<file path="src/rtl/core/cpc_fifo.sv">
// Small synchronous queue used between the clamp's parts and on its result side.
// Depends on nothing; the item type and depth come from the instantiating module.
module cpc_fifo #(
    parameter type t_item = logic,
    parameter int  DEPTH  = 2
) (
    input  logic  i_clk,
    input  logic  i_rst_n,
    input  logic  i_push,
    input  t_item i_data,
    output logic  o_full,
    input  logic  i_pop,
    output t_item o_data,
    output logic  o_empty
);

    localparam int PW = $clog2(DEPTH);
    localparam int CW = $clog2(DEPTH + 1);

    t_item           r_mem [DEPTH];
    logic [PW-1:0]   r_wr;
    logic [PW-1:0]   r_rd;
    logic [CW-1:0]   r_count;
    logic [PW-1:0]   n_wr;
    logic [PW-1:0]   n_rd;
    logic            do_push;
    logic            do_pop;

    assign o_full  = (r_count == CW'(DEPTH));
    assign o_empty = (r_count == '0);
    assign o_data  = r_mem[r_rd];
    assign do_push = i_push && !o_full;
    assign do_pop  = i_pop && !o_empty;

    // Pointer advance with wrap at the last entry.
    always_comb begin
        n_wr = (r_wr == PW'(DEPTH - 1)) ? '0 : r_wr + 1'b1;
        n_rd = (r_rd == PW'(DEPTH - 1)) ? '0 : r_rd + 1'b1;
    end

    // Storage write.
    always_ff @(posedge i_clk) begin
        if (do_push) begin
            r_mem[r_wr] <= i_data;
        end
    end

    // Pointers and fill count.
    always_ff @(posedge i_clk) begin
        if (!i_rst_n) begin
            r_wr    <= '0;
            r_rd    <= '0;
            r_count <= '0;
        end else begin
            if (do_push) begin
                r_wr <= n_wr;
            end
            if (do_pop) begin
                r_rd <= n_rd;
            end
            if (do_push && !do_pop) begin
                r_count <= r_count + 1'b1;
            end else if (do_pop && !do_push) begin
                r_count <= r_count - 1'b1;
            end
        end
    end

endmodule

</file>
<file path="config.mk">
export PLATFORM = sky130hd
export DESIGN_NAME = cpc_fifo
export DESIGN_NICKNAME = d
export VERILOG_FILES = /design/src/rtl/core/cpc_fifo.sv
export SDC_FILE = /design/constraint.sdc
export NUM_CORES = 1
export LEC_CHECK = 0
export BUFFER_PORTS_ARGS = -buffer_cell sky130_fd_sc_hd__buf_2
export CORE_AREA = 2 2 39 41
export CTS_CLUSTER_SIZE = 20
export DETAILED_ROUTE_END_ITERATION = 12
export DIE_AREA = 0 0 41 43
export GPL_TIMING_DRIVEN = 0
export PLACE_DENSITY = 0.43
export SETUP_SLACK_MARGIN = 0.1
export SYNTH_ARGS = -nofsm -noshare
export SYNTH_HDL_FRONTEND = slang
export SYNTH_SLANG_ARGS = --single-unit
</file>
<file path="constraint.sdc">
create_clock -name i_clk -period 3.25 [get_ports i_clk]
set_input_delay 0.4875 -clock i_clk [delete_from_list [all_inputs] [get_ports i_clk]]
set_output_delay 0.4875 -clock i_clk [all_outputs]
set_load 0.005 [all_outputs]
</file>
Word level (Yosys, flattened, before mapping)
Memories as Yosys holds them, arrays and structs flattened. A register that Yosys moved wholly into a read port is not among the register bits.
Index checks and enable logic that the tools add are counted.
{"block": "word_totals", "output_inout_bits": 3, "word_cells": 27, "memories": 1, "input_bits": 5, "ramBits": 2, "register_bits": 4}
{"block": "classes", "n_addsub": 4, "n_reduce_logical": 10, "n_eq_ne": 1, "muxes": 8}
{"name": "r_mem", "depth": 2, "word_bits": 1, "read_ports": 1, "rd_clocked_by_memory_dff": 1, "wr": 1, "line": "20", "source": "t_item r_mem [DEPTH];"}
{"cell": "$mux W1", "count": 6}
{"cell": "$logic_and A1 B1 Y1", "count": 4}
{"cell": "$logic_not A1 Y1", "count": 4}
{"cell": "$mux W2", "count": 2}
{"cell": "$add A1 B1 Y1 const B", "count": 2}
{"cell": "$add A2 B1 Y2 const B", "count": 1}
{"cell": "$eq A2 B2 Y1 const B", "count": 1}
{"cell": "$logic_not A2 Y1", "count": 1}
{"cell": "$reduce_bool A2 Y1", "count": 1}
{"cell": "$sub A2 B1 Y2 const B", "count": 1}

Longest topological paths before layout
Gate-level depths: netlist of run 1.
{"block": "depth", "word_depth": 7, "ltp_mapped": 7, "ltp_nobuf": 7}

Least setup slack after synthesis of run 1
OpenSTA, ideal clock, no wires.
{"block": "synth_path", "kind": "reg-to-reg", "startpoint": "register r_count[0]", "endpoint": "register r_count[1]", "arrival_ps": 1384, "path_stages_with_launch": 7, "path_slack_ps": 1796, "path_buffers": 0, "period_less_slack_ps": 1454, "path_cell_list": "dfxtp_1 nand2b_1 inv_2 nor2_1 ha_1 or3_1 a21boi_1"}
{"block": "synth_between", "elab_chain_len": 6, "word_cells_on_any_way": 15, "classes_between": "add/sub (2); eq/ne (1); mux (2); reduce/logical (10)"}
{"element": "from (decl)", "line": "23", "source": "logic [CW-1:0] r_count;"}
{"element": "from (signal assigned)", "line": "62", "source": "r_count <= r_count + 1'b1;"}
{"element": "from (signal assigned)", "line": "64", "source": "r_count <= r_count - 1'b1;"}
{"element": "$eq A2 B2 Y1 *", "line": "29", "source": "assign o_full = (r_count == CW'(DEPTH));"}
{"element": "via o_full", "line": "11", "source": "output logic o_full,"}
{"element": "$logic_not A1 Y1 *", "line": "32", "source": "assign do_push = i_push && !o_full;"}
{"element": "$logic_and A1 B1 Y1 *", "line": "32"}
{"element": "$logic_not A1 Y1", "line": "63", "source": "end else if (do_pop && !do_push) begin"}
{"element": "$logic_and A1 B1 Y1", "line": "63"}
{"element": "$reduce_bool A2 Y1 (no source line)"}
The timed path passes the listed nets; every way through them passes the cells marked *. The select of a mux whose other input is x is not followed.
A chain may end at the register's enable or synchronous reset.

Worst setup path after layout of run 1
{"block": "layout_path", "startpoint": "register r_count[0]", "endpoint": "register r_count[1]"}
{"block": "layout_between", "elab_chain_len": 6, "word_cells_on_any_way": 15, "classes_between": "add/sub (2); eq/ne (1); mux (2); reduce/logical (10)"}
{"element": "$eq A2 B2 Y1 or $logic_not A2 Y1 (tied branches)", "line": "29, 30"}
{"element": "$logic_not A1 Y1 (on tied branches)", "line": "32, 33"}
{"element": "$logic_and A1 B1 Y1 (on tied branches)", "line": "32, 33"}
{"element": "$logic_not A1 Y1 (on tied branches)", "line": "63, 61"}
{"element": "$logic_and A1 B1 Y1 (on tied branches)", "line": "63, 61"}
{"element": "$reduce_bool A2 Y1 (no source line) or $mux W2 (tied branches)"}
Several ways; a longest one is shown, not always the timed one. The select of a mux whose other input is x is not followed.

==> reports/results.md, run 1 <==
| Metric | Reported | Unit |
|:---|:---|:---|
| Post-route DRC violation count | 0 | - |
| First-pass GRT wire length | 683 | um |
| Hold Startpoint | i_data | - |
| Count of cells resized by post-cts repair | 0 | - |
| Worst-case setup slack after placement | 1630 | ps |
| Global Route Usage Sum | 7.07 | % |
| Outcome | finished clean | - |
| Vias in the first global route | 169 | - |
| IR Drop Worst-Case VDD | 0.278 | mV |
| Post-synthesis sequential element count | 7 | - |
| Flip-flop and latch area | 160 | um2 |
| End of the worst hold path | r_mem[1]$_DFFE_PP_ | - |
| Max Fclk | 633 | MHz |
| Initial DRT Pass Iterations | 4 | - |
| DPL Wire Length | 376 | um |
| Max-slew violations | 0 | - |
| Count of H-tree levels built during CTS | 1 | - |
| Starting density of the core | 22.1 | % |
| Final setup violation count | 0 | - |
| FF-to-FF Start | r_count[0]$_SDFFE_PN0P_ | - |
| Cell with the most instances after synthesis | dfxtp_1 | - |
| Synthesized Nets | 34 | - |
| Final Core Density | 27.9 | % |
| Fin Clk Skew | 4.52 | ps |
| Worst-margin pin slew | 233 | ps |
| Via count | 217 | - |
| Max-cap check violation count | 0 | - |
| Total of hold buffers inserted after clock tree synthesis | 0 | - |
| Post-route setup slack | 1670 | ps |
| Static leakage | 0.168 | nW |
| Fraction of layout cells with a size suffix above 1 | 33.3 | % |
| Hold crit path type | input pin to flip-flop | - |
| CP Max Fanout | 5 | - |
| Post-DRT Antenna Nets | 0 | - |
| Die extent in x | 41 | um |
| Clock tree from TritonCTS | done | - |
| Post-route cell area | 387 | um2 |
| Unique cell type count in the Yosys netlist | 19 | - |
| RePlAce Congestion | 0.686 | - |
| Min Tclk post-route | 1580 | ps |
| Detailed Route Iter0 Violations | 3 | - |
| Power density over the cells | 856 | nW/um2 |
| Data arrival at the endpoint of the critical path | 1760 | ps |
| Number of cells on the worst reg-to-reg path | 6 | - |
| Cell type with the highest aggregate area in the netlist | dfxtp_1 | - |
| Cells taking the most area after synthesis | dfxtp_1 (33%), edfxtp_1 (20%), and2_1 (6.1%), xnor2_1 (5.7%), ha_1 (4.1%) | - |
| Post-layout net count | 46 | - |
| Filler cells | 143 | - |
| Area share of the leading cell type in the synthesized netlist | 32.8 | % |
| Initial antenna violation count | 0 | - |
| DP Area | 360 | um2 |
| Dpl cells | 51 | - |
| Num Clock Sinks | 7 | - |
| Yosys Warn Count | 0 | - |
| Total overflow reported by the global router | 0 | - |
| Area grow syn2layout | 26.6 | % |
| Area used by multi-input combinational logic | 138 | um2 |
| Total standard cell area after synthesis | 305 | um2 |
| Overall Power | 0.331 | mW |
| Ratio of final minimum period to clock period | 48.6 | % |
| Clock-pin slew on the worst setup and hold paths | 50 | ps |
| Number of hold violations in the final report | 0 | - |
| Number of flops mapped to enable cells by yosys | 2 | - |
| Required time worst endpoint | 3430 | ps |
| Path type of the worst setup path | flip-flop to flip-flop | - |
| Final-layout worst hold slack | 428 | ps |
| TritonCTS Buffers | 3 | - |
| Count of cells along the worst hold path | 1 | - |
| Leading post-synthesis cells by instance count | dfxtp_1 (5), and2_1 (3), edfxtp_1 (2), nor2_1 (2), xnor2_1 (2) | - |
| Category of the worst setup path capture point | flip-flop | - |
| Sum of negative setup slack | 0 | ps |
| Sequential-to-total area share from yosys stat | 52.5 | % |
| Post-Synthesis Cells | 28 | - |
| Total wirelength of the detailed-routed design | 465 | um |
| Die area | 1760 | um2 |
| Top FF cell, synth | dfxtp_1 | - |
| Clk root buf | clkbuf_4 | - |
| Launching element type of the critical path | flip-flop | - |
| Floorplan row count | 14 | - |
| Avg Synthesized Cell Area | 10.9 | um2 |
| Average wire per standard cell | 8.45 | um |
| Clock insertion delay at the later pin of the skew report | 250 | ps |
| Detail-routed via count per cell | 3.95 | - |
| Number of antenna diodes | 0 | - |
| Endpoint of the most critical register-to-register path | r_count[1]$_SDFFE_PN0P_ | - |
| Async set or reset register ratio after synthesis | 0 | % |
| I/O pin count | 8 | - |
| Longest Clk Path Bufs | 2 | - |
| Placeable Area | 1380 | um2 |
| Largest net degree at the start of global routing | 6 | - |
| Slew Limit Headroom | 84.3 | % |
| Die Y-Extent | 43 | um |
| Setup repair after global routing missed its margin | false | - |
| Fin cells | 55 | - |
| Number of port buffers | 7 | - |
| Number of post-CTS setup repair buffers | 0 | - |
| Worst reg2reg setup slack | 1670 | ps |
placed cells by master, fill, tap and decap left out:
master and instances:
a21boi_0 1, a21boi_1 1, and2_1 3, and3_1 1, buf_2 7, clkbuf_1 1, clkbuf_4 3, dfxtp_1 5
edfxtp_1 2, ha_1 1, inv_1 1, inv_2 1, mux2_2 1, nand2b_1 1, nor2_1 2, nor3_2 1
o21a_1 1, o21ai_0 1, o21ai_1 1, or3_1 1, xnor2_1 2, xor2_1 1
critical path, stage by stage, from the launching register on:
cell,delay (ps)
dfxtp_1,400
nand2b_1,180
inv_2,60
nor2_1,110
ha_1,270
or3_1,360
a21boi_1,140
worst max path at each step:
| stage | start | endpoint | slack (ps) | depth (start not counted) |
|---|---|---|---|---|
| floorplan | r_count[0]$_SDFFE_PN0P_ | r_count[1]$_SDFFE_PN0P_ | 1800 | 6 |
| global placement | i_push | r_count[1]$_SDFFE_PN0P_ | 1680 | 6 |
| detailed placement | i_push | r_count[1]$_SDFFE_PN0P_ | 1630 | 6 |
| CTS | r_count[0]$_SDFFE_PN0P_ | r_count[1]$_SDFFE_PN0P_ | 1640 | 6 |
| global route | r_count[0]$_SDFFE_PN0P_ | r_count[1]$_SDFFE_PN0P_ | 1540 | 6 |
| finish | r_count[0]$_SDFFE_PN0P_ | r_count[1]$_SDFFE_PN0P_ | 1670 | 6 |
area by class of cell:
class	count	area share, %
Sequential cell	7	41.4
Multi-Input combinational cell	19	35.6
Timing Repair Buffer	7	9.06
Clock buffer	4	6.80
Tap cell	16	5.18
Inverter	2	1.94
per-layer routing:
layer / share of wire (%) / up-vias / routed length (um) / GRT usage (%)
met5: 0 / - / 0 / 0
met4: 0 / 0 / 0 / 6.00
met3: 4.9 / 0 / 23 / 7.85
met2: 50 / 3 / 234 / 8.44
met1: 45 / 98 / 208 / 6.23
li1: - / 116 / - / -
logic make-up after synthesis:
| kind of cell | share of synthesized area, % |
|---|---|
| adders and majority gates | 4.10 |
| AOI/OAI and AO/OA | 10.7 |
| DFF | 52.5 |
| muxes | 3.69 |
| xor gates and xnor gates | 8.61 |
| and+or+nand+nor | 18.0 |
| buffers and inverters | 2.46 |
where the power goes:
part | internal, mW | switching, mW | total [mW]
Combinational | 0.0657 | 0.0524 | 0.118
Sequential | 0.117 | 0.0186 | 0.136
Clock | 0.0467 | 0.0302 | 0.0770
Total | 0.230 | 0.101 | 0.331
No activity file was read; power rests on OpenSTA's default activity.
==> inputs of run 2 (changes only) <==
==> constraint.sdc (replaced) <==
create_clock -name i_clk -period 1.6 [get_ports i_clk]
set_input_delay 0.24 -clock i_clk [delete_from_list [all_inputs] [get_ports i_clk]]
set_output_delay 0.24 -clock i_clk [all_outputs]
set_load 0.005 [all_outputs]
==> run 2 against run 1 <==
Compared with the run above:
- design area is 5.8% higher
- non-clock buffer count increased by 1
- clock skew shrank 0.74 ps
==> reports/results.md, run 2 (same netlist as run 1, synthesis figures left out) <==
| Metric | Reported | Unit |
|:---|:---|:---|
| Outcome | finished clean | - |
| Final-layout worst hold slack | 176 | ps |
| RePlAce Congestion | 0.686 | - |
| Initial antenna violation count | 0 | - |
| Endpoint of the most critical register-to-register path | r_count[1]$_SDFFE_PN0P_ | - |
| Min Tclk post-route | 1450 | ps |
| Post-DRT Antenna Nets | 0 | - |
| Count of cells along the worst hold path | 1 | - |
| Initial DRT Pass Iterations | 1 | - |
| Clock insertion delay at the later pin of the skew report | 250 | ps |
| Clock tree from TritonCTS | done | - |
| IR Drop Worst-Case VDD | 0.636 | mV |
| Average wire per standard cell | 8.54 | um |
| Clock-pin slew on the worst setup and hold paths | 50 | ps |
| Area grow syn2layout | 34.0 | % |
| Worst setup startpoint | r_count[0]$_SDFFE_PN0P_ | - |
| Post-route DRC violation count | 0 | - |
| Detailed Route Iter0 Violations | 0 | - |
| Number of cells on the worst reg-to-reg path | 6 | - |
| Static leakage | 0.177 | nW |
| Post-layout net count | 47 | - |
| Most common cell after layout, fill and taps aside | buf_2 | - |
| Final Core Density | 29.6 | % |
| Via count | 224 | - |
| Vias in the first global route | 177 | - |
| First-pass GRT wire length | 703 | um |
| Worst reg2reg setup slack | 150 | ps |
| Max-cap check violation count | 0 | - |
| Category of the worst setup path capture point | flip-flop | - |
| Ratio of final minimum period to clock period | 90.8 | % |
| Commonest cells after routing, fill and taps aside | buf_2 (7), and2_1 (3), dfxtp_1 (3), clkbuf_4 (3) | - |
| Die Y-Extent | 43 | um |
| Clk root buf | clkbuf_4 | - |
| Global Route Usage Sum | 7.17 | % |
| Num Clock Sinks | 7 | - |
| I/O pin count | 8 | - |
| Total wirelength of the detailed-routed design | 478 | um |
| Required time worst endpoint | 1780 | ps |
| CP Max Fanout | 5 | - |
| Max Fclk | 688 | MHz |
| Fraction of layout cells with a size suffix above 1 | 45.0 | % |
| Count of H-tree levels built during CTS | 1 | - |
| Starting density of the core | 22.1 | % |
| Number of port buffers | 7 | - |
| Worst-margin pin slew | 232 | ps |
| Data arrival at the endpoint of the critical path | 1630 | ps |
| Die extent in x | 41 | um |
| Number of hold violations in the final report | 0 | - |
| Filler cells | 143 | - |
| Number of antenna diodes | 0 | - |
| Max-slew violations | 0 | - |
| Post-route cell area | 409 | um2 |
| Sum of negative setup slack | 0 | ps |
| Highest metal used | met3 | - |
| FF-to-FF Start | r_count[0]$_SDFFE_PN0P_ | - |
| Worst-case setup slack after placement | 2.46 | ps |
| M1 WL | 188 | um |
| Path type of the worst setup path | flip-flop to flip-flop | - |
| Setup repair after global routing missed its margin | false | - |
| Power density over the cells | 1780 | nW/um2 |
| DPL Wire Length | 376 | um |
| Post-route setup slack | 148 | ps |
| Detail-routed via count per cell | 4.00 | - |
| Amount of wire on met3 after detailed routing | 43 | um |
| Fin Clk Skew | 3.78 | ps |
| Longest Clk Path Bufs | 2 | - |
| Met2 routed wirelength | 245 | um |
| Hold crit path type | input pin to flip-flop | - |
| Final setup violation count | 0 | - |
| Critical path capture point | r_count[1]$_SDFFE_PN0P_ | - |
| Slew Limit Headroom | 84.5 | % |
| Die area | 1760 | um2 |
| DP Area | 360 | um2 |
| Floorplan row count | 14 | - |
| Launching element type of the critical path | flip-flop | - |
| Largest net degree at the start of global routing | 6 | - |
| TritonCTS Buffers | 3 | - |
| Placeable Area | 1380 | um2 |
| Total overflow reported by the global router | 0 | - |
[run 2: changes by cell type in the layout (fill, tap and decap cells not counted), sizes merged]
cell	previous run	this run
buf	7	8
[run 2: cell type report]
| type | count | area [um2] | area share, % |
|---|---|---|---|
| clock buffer | 4 | 26.3 | 6.42 |
| inverter | 2 | 7.51 | 1.83 |
| timing repair buffer | 8 | 42.5 | 10.4 |
| multi-input combinational | 19 | 148 | 36.1 |
| tap | 16 | 20.0 | 4.89 |
| sequential | 7 | 165 | 40.4 |
[run 2: how the worst min path moves through the flow]
stage / slack [ps] / startpoint / to
5_1_grt: 170 / i_data / r_mem[0]$_DFFE_PP_
6_report: 180 / i_data / r_mem[1]$_DFFE_PP_
3_5_place_dp: 430 / i_data / r_mem[0]$_DFFE_PP_
2_1_floorplan: 340 / i_data / r_mem[0]$_DFFE_PP_
4_1_cts: 170 / i_data / r_mem[1]$_DFFE_PP_
3_3_place_gp: 430 / i_data / r_mem[1]$_DFFE_PP_
[run 2: worst max-delay path, stage by stage (launching register included)]
cell	delay, ps
dfxtp_4	360
nand2b_4	140
inv_2	70
nor2_2	40
ha_1	300
or3_1	350
a21boi_1	120
[run 2: power by group]
group          switching [mW]  internal [mW]
sequential             0.0470          0.247
clock                  0.0623         0.0950
combinational           0.113          0.162
total                   0.222          0.504
[run 2: per-layer routing]
layer  up-vias  track usage (%)
met3         0             7.85
met5         -                0
met2         6             8.75
li1        119                -
met1        99             6.23
met4         0             6.00
[run 2: per-stage QoR]
| stage | power, mW | instances |
|---|---|---|
| global placement | 0.513 | 51 |
| floorplan | 0.454 | 28 |
| global route | 0.779 | 56 |
| detailed placement | 0.523 | 51 |
| finish | 0.726 | 56 |
| CTS | 0.733 | 56 |
[run 2: timing repair]
action,4_1_cts,5_1_grt
setup buffers,1,0
hold buffers,0,0
setup endpoints to repair,1,1
gates resized for setup,3,2
pin swaps,1,1
